`src/rtl/psfc_pkg.sv`:
```
// ============================================================================
// psfc_pkg
// Shared codes, types and helper functions of the PCM sample format converter.
// ============================================================================
package psfc_pkg;

	// Format codes as held in the source and destination registers.
	localparam int FMT_W = 3;
	typedef logic [FMT_W-1:0] fmt_t;
	localparam fmt_t FMT_U8   = 3'd0;
	localparam fmt_t FMT_S16  = 3'd1;
	localparam fmt_t FMT_S32  = 3'd2;
	localparam fmt_t FMT_FL32 = 3'd3;
	localparam fmt_t FMT_FL64 = 3'd4;

	// Configuration port.
	localparam int CFG_IDX_W  = 1;
	localparam int CFG_DATA_W = FMT_W;
	typedef logic [CFG_IDX_W-1:0] cfg_idx_t;
	localparam cfg_idx_t REG_SRC_FMT = 1'b0;
	localparam cfg_idx_t REG_DST_FMT = 1'b1;

	// Sample word width.
	localparam int SMP_W = 64;

	// Signed exponent of the internal value form.
	localparam int EXP_W = 13;
	typedef logic signed [EXP_W-1:0] exp_t;

	// Unpacked item: either a finished result (bypass) or a finite nonzero
	// magnitude with the exponent of its bit zero.
	typedef struct packed {
		logic             bypass;
		logic [SMP_W-1:0] byp_val;
		logic             sign;
		logic [SMP_W-1:0] mag;
		exp_t             expo;
		fmt_t             dst;
		logic             rne;
	} unp_t;

	// Number of integer bits below the sign of an integer format.
	function automatic exp_t int_bits(fmt_t f);
		exp_t n;
		begin
			if (f == FMT_U8) begin
				n = 13'sd7;
			end else if (f == FMT_S16) begin
				n = 13'sd15;
			end else begin
				n = 13'sd31;
			end
			return n;
		end
	endfunction

	// Saturated integer result for the given sign.
	function automatic logic [SMP_W-1:0] sat_val(fmt_t f, logic neg);
		logic [SMP_W-1:0] r;
		begin
			if (f == FMT_U8) begin
				r = neg ? 64'h0 : 64'hFF;
			end else if (f == FMT_S16) begin
				r = neg ? 64'h8000 : 64'h7FFF;
			end else begin
				r = neg ? 64'h8000_0000 : 64'h7FFF_FFFF;
			end
			return r;
		end
	endfunction

	// Midscale integer result, used for zero and NaN.
	function automatic logic [SMP_W-1:0] int_mid(fmt_t f);
		return (f == FMT_U8) ? 64'h80 : 64'h0;
	endfunction

endpackage

```
`src/rtl/psfc_ifs.sv`:
```
// ============================================================================
// psfc_ifs
// Valid/ready stream interfaces for sample items and result items.
// ============================================================================
interface psfc_sample_if;
	logic        valid;
	logic        ready;
	logic [63:0] sample_bits;
	modport source(output valid, output sample_bits, input ready);
	modport sink(input valid, input sample_bits, output ready);
endinterface

interface psfc_result_if;
	logic        valid;
	logic        ready;
	logic [63:0] converted_bits;
	modport source(output valid, output converted_bits, input ready);
	modport sink(input valid, input converted_bits, output ready);
endinterface

```
`src/rtl/psfc_unpack.sv`:
```
// ============================================================================
// psfc_unpack
// Decodes one sample into magnitude and exponent, or into a finished result
// for passthrough, integer-to-integer and special values.
// ============================================================================
module psfc_unpack (
	input  psfc_pkg::fmt_t            src_fmt,
	input  psfc_pkg::fmt_t            dst_fmt,
	input  logic [63:0]               sample,
	output psfc_pkg::unp_t            unp
);

	logic [63:0]     b;
	logic [31:0]     w;
	logic [31:0]     mag32;
	logic            fmt_ok;
	logic            sfl;
	logic            dfl;
	logic            sgn;
	logic            is_nan;
	logic            is_inf;
	logic            is_zero;
	logic [63:0]     fm;
	psfc_pkg::exp_t  fx;
	logic [63:0]     ii_val;
	logic [63:0]     nan_val;
	logic [63:0]     inf_val;
	logic [63:0]     zero_val;

	// Field decode of every source encoding.
	always_comb begin
		fmt_ok = (src_fmt <= psfc_pkg::FMT_FL64) && (dst_fmt <= psfc_pkg::FMT_FL64);
		sfl = (src_fmt >= psfc_pkg::FMT_FL32);
		dfl = (dst_fmt >= psfc_pkg::FMT_FL32);

		if (src_fmt == psfc_pkg::FMT_U8) begin
			b = {56'h0, sample[7:0]};
		end else if (src_fmt == psfc_pkg::FMT_S16) begin
			b = {48'h0, sample[15:0]};
		end else if (src_fmt == psfc_pkg::FMT_FL64) begin
			b = sample;
		end else begin
			b = {32'h0, sample[31:0]};
		end

		// Integer sample left-aligned as a 32-bit two's complement word.
		if (src_fmt == psfc_pkg::FMT_U8) begin
			w = {b[7:0] ^ 8'h80, 24'h0};
		end else if (src_fmt == psfc_pkg::FMT_S16) begin
			w = {b[15:0], 16'h0};
		end else begin
			w = b[31:0];
		end
		mag32 = w[31] ? (~w + 32'd1) : w;

		if (dst_fmt == psfc_pkg::FMT_U8) begin
			ii_val = {56'h0, w[31:24] ^ 8'h80};
		end else if (dst_fmt == psfc_pkg::FMT_S16) begin
			ii_val = {48'h0, w[31:16]};
		end else begin
			ii_val = {32'h0, w};
		end

		// Float fields, classes and value of bit zero.
		if (src_fmt == psfc_pkg::FMT_FL64) begin
			sgn     = b[63];
			is_nan  = (b[62:52] == 11'h7FF) && (b[51:0] != 52'h0);
			is_inf  = (b[62:52] == 11'h7FF) && (b[51:0] == 52'h0);
			is_zero = (b[62:52] == 11'h0) && (b[51:0] == 52'h0);
			if (b[62:52] == 11'h0) begin
				fm = {12'h0, b[51:0]};
				fx = -13'sd1074;
			end else begin
				fm = {11'h0, 1'b1, b[51:0]};
				fx = $signed({2'b00, b[62:52]}) - 13'sd1075;
			end
			nan_val = {32'h0, b[63], 8'hFF, 1'b1, b[50:29]};
		end else begin
			sgn     = b[31];
			is_nan  = (b[30:23] == 8'hFF) && (b[22:0] != 23'h0);
			is_inf  = (b[30:23] == 8'hFF) && (b[22:0] == 23'h0);
			is_zero = (b[30:23] == 8'h0) && (b[22:0] == 23'h0);
			if (b[30:23] == 8'h0) begin
				fm = {41'h0, b[22:0]};
				fx = -13'sd149;
			end else begin
				fm = {40'h0, 1'b1, b[22:0]};
				fx = $signed({5'b00000, b[30:23]}) - 13'sd150;
			end
			nan_val = {b[31], 11'h7FF, 1'b1, b[21:0], 29'h0};
		end

		if (dst_fmt == psfc_pkg::FMT_FL64) begin
			inf_val  = {sgn, 11'h7FF, 52'h0};
			zero_val = {sgn, 63'h0};
		end else begin
			inf_val  = {32'h0, sgn, 8'hFF, 23'h0};
			zero_val = {32'h0, sgn, 31'h0};
		end

		// Path selection.
		unp         = '0;
		unp.dst     = dst_fmt;
		unp.rne     = (src_fmt == psfc_pkg::FMT_FL32) && (dst_fmt == psfc_pkg::FMT_S16);
		unp.bypass  = 1'b1;
		if (!fmt_ok) begin
			unp.byp_val = 64'h0;
		end else if (src_fmt == dst_fmt) begin
			unp.byp_val = b;
		end else if (!sfl && !dfl) begin
			unp.byp_val = ii_val;
		end else if (!sfl) begin
			if (w == 32'h0) begin
				unp.byp_val = 64'h0;
			end else begin
				unp.bypass = 1'b0;
				unp.sign   = w[31];
				unp.mag    = {32'h0, mag32};
				unp.expo   = -13'sd31;
			end
		end else if (is_nan) begin
			unp.byp_val = dfl ? nan_val : psfc_pkg::int_mid(dst_fmt);
		end else if (is_inf) begin
			unp.byp_val = dfl ? inf_val : psfc_pkg::sat_val(dst_fmt, sgn);
		end else if (is_zero) begin
			unp.byp_val = dfl ? zero_val : psfc_pkg::int_mid(dst_fmt);
		end else begin
			unp.bypass = 1'b0;
			unp.sign   = sgn;
			unp.mag    = fm;
			unp.expo   = dfl ? fx : (fx + psfc_pkg::int_bits(dst_fmt));
		end
	end

endmodule

```
`src/rtl/pcm_sample_format_converter.sv`:
```
// ============================================================================
// pcm_sample_format_converter
// Converts audio samples between U8, S16, S32, IEEE single and IEEE double.
// ============================================================================
//
//  Channel   Kind        Payload
//  --------  ----------  ---------------------------------------
//  samples   sink        sample_bits    (64 bits, right-aligned)
//  results   source      converted_bits (64 bits, right-aligned)
//  cfg_*     write port  cfg_index selects source or dest format
//
// Six register stages: unpack, two normalize halves, shift amount, alignment
// shift, round and pack. One item is taken per cycle while the results side is not stalled.
// Reset clears the valid bits and loads source S16, destination FL32.
// Each stage holds while the next one is full and stalled; bubbles close up.
//
module pcm_sample_format_converter (
	input  logic                                clk,
	input  logic                                arst_n,
	input  logic                                cfg_wr_en,
	input  psfc_pkg::cfg_idx_t                  cfg_index,
	input  logic [psfc_pkg::CFG_DATA_W-1:0]     cfg_data,
	psfc_sample_if.sink                         samples,
	psfc_result_if.source                       results
);

	psfc_pkg::fmt_t  src_fmt_q;
	psfc_pkg::fmt_t  dst_fmt_q;
	psfc_pkg::unp_t  unp;

	logic            v_s1, v_s2, v_s3, v_s4, v_s5, v_s6;
	logic            rdy_s1, rdy_s2, rdy_s3, rdy_s4, rdy_s5, rdy_s6;

	psfc_pkg::unp_t  unp_s1, unp_s2, unp_s3, unp_s4;
	logic [5:0]      lz_s2;
	logic [6:0]      amt_s4;
	logic            ovf_s4;
	logic [7:0]      eb_s4;
	logic [10:0]     e64_s4;

	logic            byp_s5, sign_s5, rne_s5, ovf_s5, guard_s5, sticky_s5;
	logic [63:0]     bval_s5, keep_s5;
	psfc_pkg::fmt_t  dst_s5;
	logic [7:0]      eb_s5;
	logic [10:0]     e64_s5;
	logic [63:0]     res_s6;

	logic [63:0]     n2_mag;
	logic [5:0]      n2_lz;
	psfc_pkg::unp_t  n2_unp;
	logic [63:0]     n3_mag;
	logic [5:0]      n3_lz;
	psfc_pkg::unp_t  n3_unp;
	psfc_pkg::exp_t  ebf;
	psfc_pkg::exp_t  amt;
	logic            ovf4;
	logic [127:0]    sh;
	logic            inc;
	logic [30:0]     f31;
	logic [32:0]     mag33;
	logic [32:0]     r33;
	psfc_pkg::exp_t  ibits;
	logic [32:0]     lim;
	logic [63:0]     res;

	// Configuration registers.
	always_ff @(posedge clk or negedge arst_n) begin
		if (!arst_n) begin
			src_fmt_q <= psfc_pkg::FMT_S16;
			dst_fmt_q <= psfc_pkg::FMT_FL32;
		end else if (cfg_wr_en) begin
			if (cfg_index == psfc_pkg::REG_SRC_FMT) begin
				src_fmt_q <= cfg_data;
			end else begin
				dst_fmt_q <= cfg_data;
			end
		end
	end

	// Stage readiness: a stage loads when it is empty or its item moves on.
	assign rdy_s6 = !v_s6 || results.ready;
	assign rdy_s5 = !v_s5 || rdy_s6;
	assign rdy_s4 = !v_s4 || rdy_s5;
	assign rdy_s3 = !v_s3 || rdy_s4;
	assign rdy_s2 = !v_s2 || rdy_s3;
	assign rdy_s1 = !v_s1 || rdy_s2;
	assign samples.ready = rdy_s1;
	assign results.valid = v_s6;
	assign results.converted_bits = res_s6;

	// Valid bits travel with the items.
	always_ff @(posedge clk or negedge arst_n) begin
		if (!arst_n) begin
			v_s1 <= 1'b0;
			v_s2 <= 1'b0;
			v_s3 <= 1'b0;
			v_s4 <= 1'b0;
			v_s5 <= 1'b0;
			v_s6 <= 1'b0;
		end else begin
			if (rdy_s1) v_s1 <= samples.valid;
			if (rdy_s2) v_s2 <= v_s1;
			if (rdy_s3) v_s3 <= v_s2;
			if (rdy_s4) v_s4 <= v_s3;
			if (rdy_s5) v_s5 <= v_s4;
			if (rdy_s6) v_s6 <= v_s5;
		end
	end

	// Stage 1: decode the sample.
	psfc_unpack u_unpack (
		.src_fmt (src_fmt_q),
		.dst_fmt (dst_fmt_q),
		.sample  (samples.sample_bits),
		.unp     (unp)
	);

	// Stages 2 and 3: leading-zero normalize, coarse steps then fine steps.
	always_comb begin
		n2_mag = unp_s1.mag;
		n2_lz  = 6'd0;
		if (n2_mag[63:32] == 32'h0) begin
			n2_mag = n2_mag << 32;
			n2_lz  = n2_lz + 6'd32;
		end
		if (n2_mag[63:48] == 16'h0) begin
			n2_mag = n2_mag << 16;
			n2_lz  = n2_lz + 6'd16;
		end
		if (n2_mag[63:56] == 8'h0) begin
			n2_mag = n2_mag << 8;
			n2_lz  = n2_lz + 6'd8;
		end
		n2_unp     = unp_s1;
		n2_unp.mag = n2_mag;
		n3_mag = unp_s2.mag;
		n3_lz  = lz_s2;
		if (n3_mag[63:60] == 4'h0) begin
			n3_mag = n3_mag << 4;
			n3_lz  = n3_lz + 6'd4;
		end
		if (n3_mag[63:62] == 2'h0) begin
			n3_mag = n3_mag << 2;
			n3_lz  = n3_lz + 6'd2;
		end
		if (!n3_mag[63]) begin
			n3_mag = n3_mag << 1;
			n3_lz  = n3_lz + 6'd1;
		end
		n3_unp      = unp_s2;
		n3_unp.mag  = n3_mag;
		n3_unp.expo = unp_s2.expo + 13'sd63 - $signed({7'b0, n3_lz});
	end

	// Stage 4: right-shift amount and overflow per destination.
	always_comb begin
		ebf  = unp_s3.expo + 13'sd127;
		ovf4 = 1'b0;
		if (unp_s3.dst == psfc_pkg::FMT_FL32) begin
			ovf4 = (ebf >= 13'sd255);
			amt  = (ebf >= 13'sd1) ? 13'sd40 : (13'sd41 - ebf);
		end else if (unp_s3.dst == psfc_pkg::FMT_FL64) begin
			amt  = 13'sd11;
		end else begin
			ovf4 = (unp_s3.expo >= psfc_pkg::int_bits(unp_s3.dst));
			amt  = 13'sd63 - unp_s3.expo;
		end
	end

	// Stage 5: align with guard and sticky bits.
	assign sh = {unp_s4.mag, 64'h0} >> amt_s4;

	// Stage 6: round and pack.
	always_comb begin
		inc = (dst_s5 == psfc_pkg::FMT_FL32 || rne_s5) ?
			(guard_s5 & (sticky_s5 | keep_s5[0])) : guard_s5;
		f31   = {keep_s5[23] ? eb_s5 : 8'h0, keep_s5[22:0]} + {30'h0, inc};
		mag33 = keep_s5[32:0] + {32'h0, inc};
		ibits = psfc_pkg::int_bits(dst_s5);
		lim   = 33'd1 << ibits[4:0];
		r33   = sign_s5 ? (~mag33 + 33'd1) : mag33;
		if (byp_s5) begin
			res = bval_s5;
		end else if (dst_s5 == psfc_pkg::FMT_FL32) begin
			res = ovf_s5 ? {32'h0, sign_s5, 8'hFF, 23'h0} : {32'h0, sign_s5, f31};
		end else if (dst_s5 == psfc_pkg::FMT_FL64) begin
			res = {sign_s5, e64_s5, keep_s5[51:0]};
		end else if (ovf_s5 || (!sign_s5 && mag33 >= lim)) begin
			res = psfc_pkg::sat_val(dst_s5, sign_s5);
		end else if (dst_s5 == psfc_pkg::FMT_U8) begin
			res = {56'h0, r33[7:0] ^ 8'h80};
		end else if (dst_s5 == psfc_pkg::FMT_S16) begin
			res = {48'h0, r33[15:0]};
		end else begin
			res = {32'h0, r33[31:0]};
		end
	end

	// Pipeline payload registers.
	always_ff @(posedge clk) begin
		if (rdy_s1 && samples.valid) begin
			unp_s1 <= unp;
		end
		if (rdy_s2 && v_s1) begin
			unp_s2 <= n2_unp;
			lz_s2  <= n2_lz;
		end
		if (rdy_s3 && v_s2) begin
			unp_s3 <= n3_unp;
		end
		if (rdy_s4 && v_s3) begin
			unp_s4 <= unp_s3;
			ovf_s4 <= ovf4;
			eb_s4  <= ebf[7:0];
			e64_s4 <= 11'(unp_s3.expo + 13'sd1023);
			if (amt > 13'sd127) begin
				amt_s4 <= 7'd127;
			end else if (amt < 13'sd0) begin
				amt_s4 <= 7'd0;
			end else begin
				amt_s4 <= amt[6:0];
			end
		end
		if (rdy_s5 && v_s4) begin
			byp_s5    <= unp_s4.bypass;
			bval_s5   <= unp_s4.byp_val;
			sign_s5   <= unp_s4.sign;
			rne_s5    <= unp_s4.rne;
			dst_s5    <= unp_s4.dst;
			ovf_s5    <= ovf_s4;
			eb_s5     <= eb_s4;
			e64_s5    <= e64_s4;
			keep_s5   <= sh[127:64];
			guard_s5  <= sh[63];
			sticky_s5 <= |sh[62:0];
		end
		if (rdy_s6 && v_s5) begin
			res_s6 <= res;
		end
	end

`ifndef SYNTH
	// A converted magnitude is normalized after stage 3.
	a_norm: assert property (@(posedge clk) disable iff (!arst_n)
		v_s3 && !unp_s3.bypass |-> unp_s3.mag[63])
		else $error("magnitude not normalized");

	// Every non-special item in range shifts at least past the double fraction.
	a_amt: assert property (@(posedge clk) disable iff (!arst_n)
		v_s4 && !unp_s4.bypass && !ovf_s4 |-> amt_s4 >= 7'd11)
		else $error("alignment shift too small");

	// An empty first stage always takes an item.
	a_idle_ready: assert property (@(posedge clk) disable iff (!arst_n)
		!v_s1 |-> samples.ready)
		else $error("empty pipeline refuses items");

	// A held stage-two item is not dropped while stage three is blocked.
	a_hold: assert property (@(posedge clk) disable iff (!arst_n)
		v_s2 && !rdy_s3 |=> v_s2)
		else $error("stalled item lost");
`endif

endmodule
```
`src/flat_wrapper.sv`:
```
// flat-port wrapper written by rule: the top's interface ports become plain ports
module pcm_sample_format_converter_flat 
  (clk, arst_n, cfg_wr_en, cfg_index, cfg_data, samples_valid, samples_sample_bits, samples_ready, results_valid, results_converted_bits, results_ready);
  psfc_sample_if samples_i ();
  psfc_result_if results_i ();
  input  logic clk;
  input  logic arst_n;
  input  logic cfg_wr_en;
  input  psfc_pkg::cfg_idx_t cfg_index;
  input  logic [psfc_pkg::CFG_DATA_W-1:0] cfg_data;
  input wire logic [$bits(samples_i.valid)-1:0] samples_valid;
  input wire logic [$bits(samples_i.sample_bits)-1:0] samples_sample_bits;
  output wire logic [$bits(samples_i.ready)-1:0] samples_ready;
  output wire logic [$bits(results_i.valid)-1:0] results_valid;
  output wire logic [$bits(results_i.converted_bits)-1:0] results_converted_bits;
  input wire logic [$bits(results_i.ready)-1:0] results_ready;
  assign samples_i.valid = samples_valid;
  assign samples_i.sample_bits = samples_sample_bits;
  assign samples_ready = samples_i.ready;
  assign results_valid = results_i.valid;
  assign results_converted_bits = results_i.converted_bits;
  assign results_i.ready = results_ready;
  pcm_sample_format_converter u_core (.clk(clk), .arst_n(arst_n), .cfg_wr_en(cfg_wr_en), .cfg_index(cfg_index), .cfg_data(cfg_data), .samples(samples_i), .results(results_i));
endmodule
```
`config.mk`:
```
export PLATFORM = sky130hd
export DESIGN_NAME = pcm_sample_format_converter_flat
export DESIGN_NICKNAME = d
export VERILOG_FILES = /design/src/rtl/psfc_pkg.sv /design/src/rtl/psfc_ifs.sv /design/src/rtl/psfc_unpack.sv /design/src/rtl/pcm_sample_format_converter.sv /design/src/flat_wrapper.sv
export SDC_FILE = /design/constraint.sdc
export NUM_CORES = 2
export LEC_CHECK = 0
export ABC_AREA = 1
export BUFFER_PORTS_ARGS = -buffer_cell sky130_fd_sc_hd__buf_2
export CORE_ASPECT_RATIO = 0.5
export CORE_MARGIN = 2
export CORE_UTILIZATION = 40
export DETAILED_ROUTE_END_ITERATION = 6
export PLACE_DENSITY_LB_ADDON = 0.05
export SYNTH_ARGS = -nofsm -noshare
export SYNTH_HDL_FRONTEND = slang
export SYNTH_SLANG_ARGS = --single-unit
```
`constraint.sdc`:
```
create_clock -name clk -period 12.8 [get_ports clk]
set_input_delay 1.92 -clock clk [delete_from_list [all_inputs] [get_ports clk]]
set_output_delay 1.92 -clock clk [all_outputs]
set_load 0.005 [all_outputs]
```
# Word level (Yosys, flattened, before mapping)

Index checks and enable logic that the tools add are counted.
W data, S select, Z words.

Bitwise operators: 9
Eq/ne operators: 14
Mux-type cells: 93
Shift operators: 2
Magnitude comparators: 10
Reduce and logical (&&, ||, !) cells: 53
Add/subtract/negate cells: 18

Operator list:

| operator                | count |
|---|---|
| $mux W64                | 27 |
| $mux W32                | 11 |
| $mux W78                | 4 |
| $mux W13                | 18 |
| $mux W143               | 1 |
| $shr A128 B7 Y116       | 1 |
| $add A32 B1 Y32 const B | 2 |
| $logic_not A32 Y1       | 2 |
| $not A32 Y32            | 2 |
| $mux W63                | 1 |
| $reduce_or A63 Y1       | 1 |
| $mux W53                | 1 |
| $logic_not A52 Y1       | 1 |
| $reduce_bool A52 Y1     | 1 |
| $mux W6                 | 6 |
| $add A33 B1 Y33         | 1 |
| $ge A33 B33 Y1          | 1 |
| $shl A1 B5 Y33 const A  | 1 |
| $mux W16                | 2 |
| $mux W8                 | 4 |
| $add A31 B1 Y31         | 1 |
| $mux W31                | 1 |
| $sub A7 B13 Y13 const A | 2 |
| $mux W24                | 1 |
| 44 further kinds        | 106 |

Input port bits: 73
Output and inout port bits: 66
Word-level logic and storage cells: 254
Bits in registers: 828

# Logic depth before layout (Yosys ltp)

Depth in word-level cells: 22
Depth in mapped cells: 29
Mapped depth without buffers: 28

# Modules after synthesis

From an unflattened synthesis, not the netlist that was laid out.

Cells, all modules: 5228
Area, all modules: 45154.6 um2

By module, submodules not included:

| module                      | instances | cells each | sequential area each (um2) | area each (um2) |
|---|---|---|---|---|
| pcm_sample_format_converter | 1         | 4063       | 24297.1                    | 39594.2 |
| psfc_unpack                 | 1         | 1165       | 0.0                        | 5560.3 |

# Least setup slack after synthesis

No wires, ideal clock.

Path type: input to register
From: input results_ready
To: register u_core.lz_s2[3], enable pin
Data required time: 12.136 ns
Setup slack: 3.477 ns
Setup time: 0.664 ns
Arrival: 8.660 ns
Cell stages on the path: 10
Buffers on the path: 0
Cell sequence: nor2_1 inv_1 nor2_1 inv_1 nor2_1 inv_1 nor2_1 inv_1 nor2_1 nor2_1

Word-level cells in the longest chain between the ends: 6

Ends and longest elaborated chain:

| what                   | RTL line                           | RTL |
|---|---|---|
| start: declaration     | flat_wrapper.sv:16                 | `input wire logic [$bits(results_i.ready)-1:0] results_ready;` |
| $logic_or A1 B1 Y1     | pcm_sample_format_converter.sv:81  | `assign rdy_s6 = !v_s6 \|\| results.ready;` |
| $logic_or A1 B1 Y1     | pcm_sample_format_converter.sv:82  | `assign rdy_s5 = !v_s5 \|\| rdy_s6;` |
| $logic_or A1 B1 Y1     | pcm_sample_format_converter.sv:83  | `assign rdy_s4 = !v_s4 \|\| rdy_s5;` |
| $logic_or A1 B1 Y1     | pcm_sample_format_converter.sv:84  | `assign rdy_s3 = !v_s3 \|\| rdy_s4;` |
| $logic_or A1 B1 Y1     | pcm_sample_format_converter.sv:85  | `assign rdy_s2 = !v_s2 \|\| rdy_s3;` |
| $logic_and A1 B1 Y1    | pcm_sample_format_converter.sv:204 | `if (rdy_s2 && v_s1) begin` |
| end signal: assignment | pcm_sample_format_converter.sv:206 | `lz_s2 <= n2_lz;` |
| end: declaration       | pcm_sample_format_converter.sv:35  | `logic [5:0] lz_s2;` |

Every way passes these cells.
A chain may end at the register's enable or synchronous reset.

==> flow_summary_export.csv <==
group,metric,value,unit
power_and_ir_drop,leakagePower,0.0201,uW
detailed_routing,detail-route-antenna-nets,0,
global_routing,grt_max_degree,89,
clocking,post_cts_buffers,0,
sta,finClkSkew,0.0362,ns
global_routing,track_usage,28.3,%
synth,ys_ff_latch,800,
synth,syn_avg_cell_area,8.66,sq um
synth,syn-cell-area,44300,sq um
detailed_routing,wire_per_inst,24.3,um
clocking,cts_resized,0,
sta,finalSetupViolations,0,
detailed_routing,drt_iter0_drc,5321,
synth,netlist-cell-type-count,69,
die,die_area,114000,sq um
global_routing,first_global_vias,33500,
power_and_ir_drop,pwr_density_cell,248,nW/um^2
worst_setup_path,cp.arrival,5.98,ns
worst_setup_path,crit_type,"flop to flop",
die,die_h,239,um
clocking,htreeDepth,3,
finish,post_route_cells_drive_above_1_share,9.17,%
power_and_ir_drop,worst_ir_drop_vdd,0.000135,V
detailed_routing,dr.pass1.iters,6,
synth,ys.flop_type,"edfxtp_1",
sta,fmax,0.180,GHz
synth,syn_inst,5121,
synth,synth_edf_count,788,
power_and_ir_drop,share_comb_of_total_power,44.0,%
sta,hold_violations,0,
synth,async_reset_ff_share,1.50,%
finish,area_delta_synth_final,10.0,%
power_and_ir_drop,p_seq_share,37.4,%
clocking,cts_tree,"done",
sta,max-slew-margin-rel,10.8,%
detailed_routing,post-route-drc-count,0,
power_and_ir_drop,switching_share,45.3,%
detailed_routing,wl,163,mm
sta,rsz0062_at_grt,"no",
worst_setup_path,slowest_delay,0.72,ns
power_and_ir_drop,switching_power,5490,uW
place,gp_congestion,1.02,
clocking,cts_num_sinks,800,
sta,tightestPinTransition,1.33,ns
worst_setup_path,critPathLaunchType,"flop",
finish,final_cell_mix,"nand2_1, edfxtp_1, o21ai_0",
global_routing,grt_pass1_wl,236,mm
power_and_ir_drop,pwr-share-clk,18.6,%
detailed_routing,via_count,36900,
worst_setup_path,worst-r2r-setup-slack,7.24,ns
die,pin_count,139,
finish,fin_nets,5265,
power_and_ir_drop,p_int,6630,uW
finish,diodes,0,
synth,seq_area_frac_synth,54.1,%
die,die-width,475,um
sta,finalCritPeriodShare,43.5,%
place,dp_hpwl,124,mm
clocking,clockBufferDepth,3,
die,core,110000,sq um
worst_setup_path,path_max_fanout,70,
die,start_util,40.3,%
finish,instances_no_fill,6698,
clocking,worst_skew_pair.late_latency,0.68,ns
worst_setup_path,endpoint_kind,"flop",
worst_setup_path,crit_required,13.22,ns
clocking,clockRootBuffer,"clkbuf_16",
sta,period_needed,5.56,ns
die,rows,86,
detailed_routing,vias_per_cell,5.52,
worst_setup_path,cpMaxStageDelayCell,"buf_4",
min_path,hold_path.class,"flop to flop",
global_routing,grt_overflow,0,
worst_setup_path,crit_top_cell,"nor2_1",
finish,layout_commonest_cell,"nand2_1",
place,io_buffers,138,
sta,slew_violations,0,
synth,yosys_warnings,0,
status,status,"complete, no violations",
sta,final.setup.tns,0,ns
clocking,cts_buffers,74,
clocking,clk_pin_slew,0.07,ns
global_routing,antenna_found_initial,6,
place,place_inst,6564,
clocking,ctsHoldBuffers,0,
job,max_cap_violations,0,
[power groups by stage]
stage	clock network, uW	logic [uW]	registers [uW]
6_report	2260	5330	4530
4_1_cts	2310	5230	4530
3_5_place_dp	0	5200	4580
3_3_place_gp	0	5230	4570
5_1_grt	2420	5880	4600
2_1_floorplan	0	3530	4300
[per-stage QoR]
stage	hold WS [ns]	area [sq um]	worst slack, ns	total power (uW)	util (%)
after global placement	0.402	46300	6.98	9800	42.1
after global routing	0.413	48800	6.53	12900	44.4
final	0.402	48800	7.24	12100	44.4
after floorplan	0.400	44400	3.48	7820	-
after detailed placement	0.405	46300	6.98	9780	42.1
after CTS	0.405	48800	7.19	12100	44.4
[registers in the layout, summed over array words and instances (netlist names), 3 cells and up]
register                       count
u_core.bval_s5                    64
u_core.lz_s2                       3
u_core.unp_s1                     53
u_core.keep_s5                    52
u_core.amt_s4                      7
u_core.n3_unp                     70
u_core.dst_s5                      3
u_core.unp_s2                     77
u_core.e64_s4                     11
u_core.unp_s3                    147
u_core.dst_fmt_q                   3
u_core.results.converted_bits     64
u_core.src_fmt_q                   3
u_core.e64_s5                     11
u_core.n2_unp                     83
u_core.unp_s4                    134
[path summary, 6_finish.rpt]
check | from | endpoint | depth (start not counted)
min in group asynchronous | arst_n | u_core.src_fmt_q[2] | 1
max in group asynchronous | arst_n | u_core.src_fmt_q[0] | 1
worst max register to register | u_core.unp_s2[78] | u_core.unp_s3[16] | 25
worst max-delay path | u_core.unp_s2[78] | u_core.unp_s3[16] | 25
worst min register to register | u_core.unp_s4[113] | u_core.bval_s5[31] | 0
worst min-delay path | u_core.unp_s4[113] | u_core.bval_s5[31] | 0
[synth_stat cells (all sizes together), types with 5 or more instances]
library cell  count  area share (%)
a21oi           240             2.7
a31oi            15            0.21
and3              5           0.071
buf              88             1.0
clkbuf          167             1.4
clkinv           10           0.085
dfrtp             9            0.51
edfxtp          788              53
ha               47             1.3
inv             452             3.8
mux2i            59             1.3
nand2          1385              12
nand3           416             4.8
nand3b           14            0.24
nand4            52            0.73
nor2            481             4.4
nor3             80            0.96
nor4             25            0.35
o21a             31            0.52
o21ai           523             5.9
o21bai           12            0.20
o221ai            8            0.16
o31ai            16            0.27
or2              65            0.92
xnor2            16            0.32
xor2             77             1.5
[critical path, delay by kind of cell, from the launching register on]
kind            cells  cell delay [ns]
compound gates      6             1.24
xor+xnor            1             0.08
fa+ha+maj           2             0.51
buf+inv             6             1.92
flops               1             0.41
simple gates       10             1.15
[layer usage]
metal,GRT usage (%),wire [um],up-vias
met5,0,13,-
li1,-,-,17400
met1,47.5,84100,17800
met4,7.26,4350,2
met2,36.8,61900,1533
met3,4.10,12200,190
[layout make-up]
cell class | instances | area (sq um)
Clock inverter | 56 | 574
Sequential cell | 800 | 24000
Tap cell | 1496 | 1870
Timing Repair Buffer | 195 | 1120
Fill cell | 11000 | 61200
Multi-Input combinational cell | 3611 | 17600
Inverter | 462 | 1750
Clock buffer | 78 | 1870
[cell families after synthesis]
family | share of synthesized area, %
compound gates | 10.6
xor+xnor | 1.84
fa+ha+maj | 1.37
buf+inv | 6.38
flops | 54.1
mux | 1.33
other cells | 0.00846
simple gates | 24.4
No activity file was read; power rests on OpenSTA's default activity.
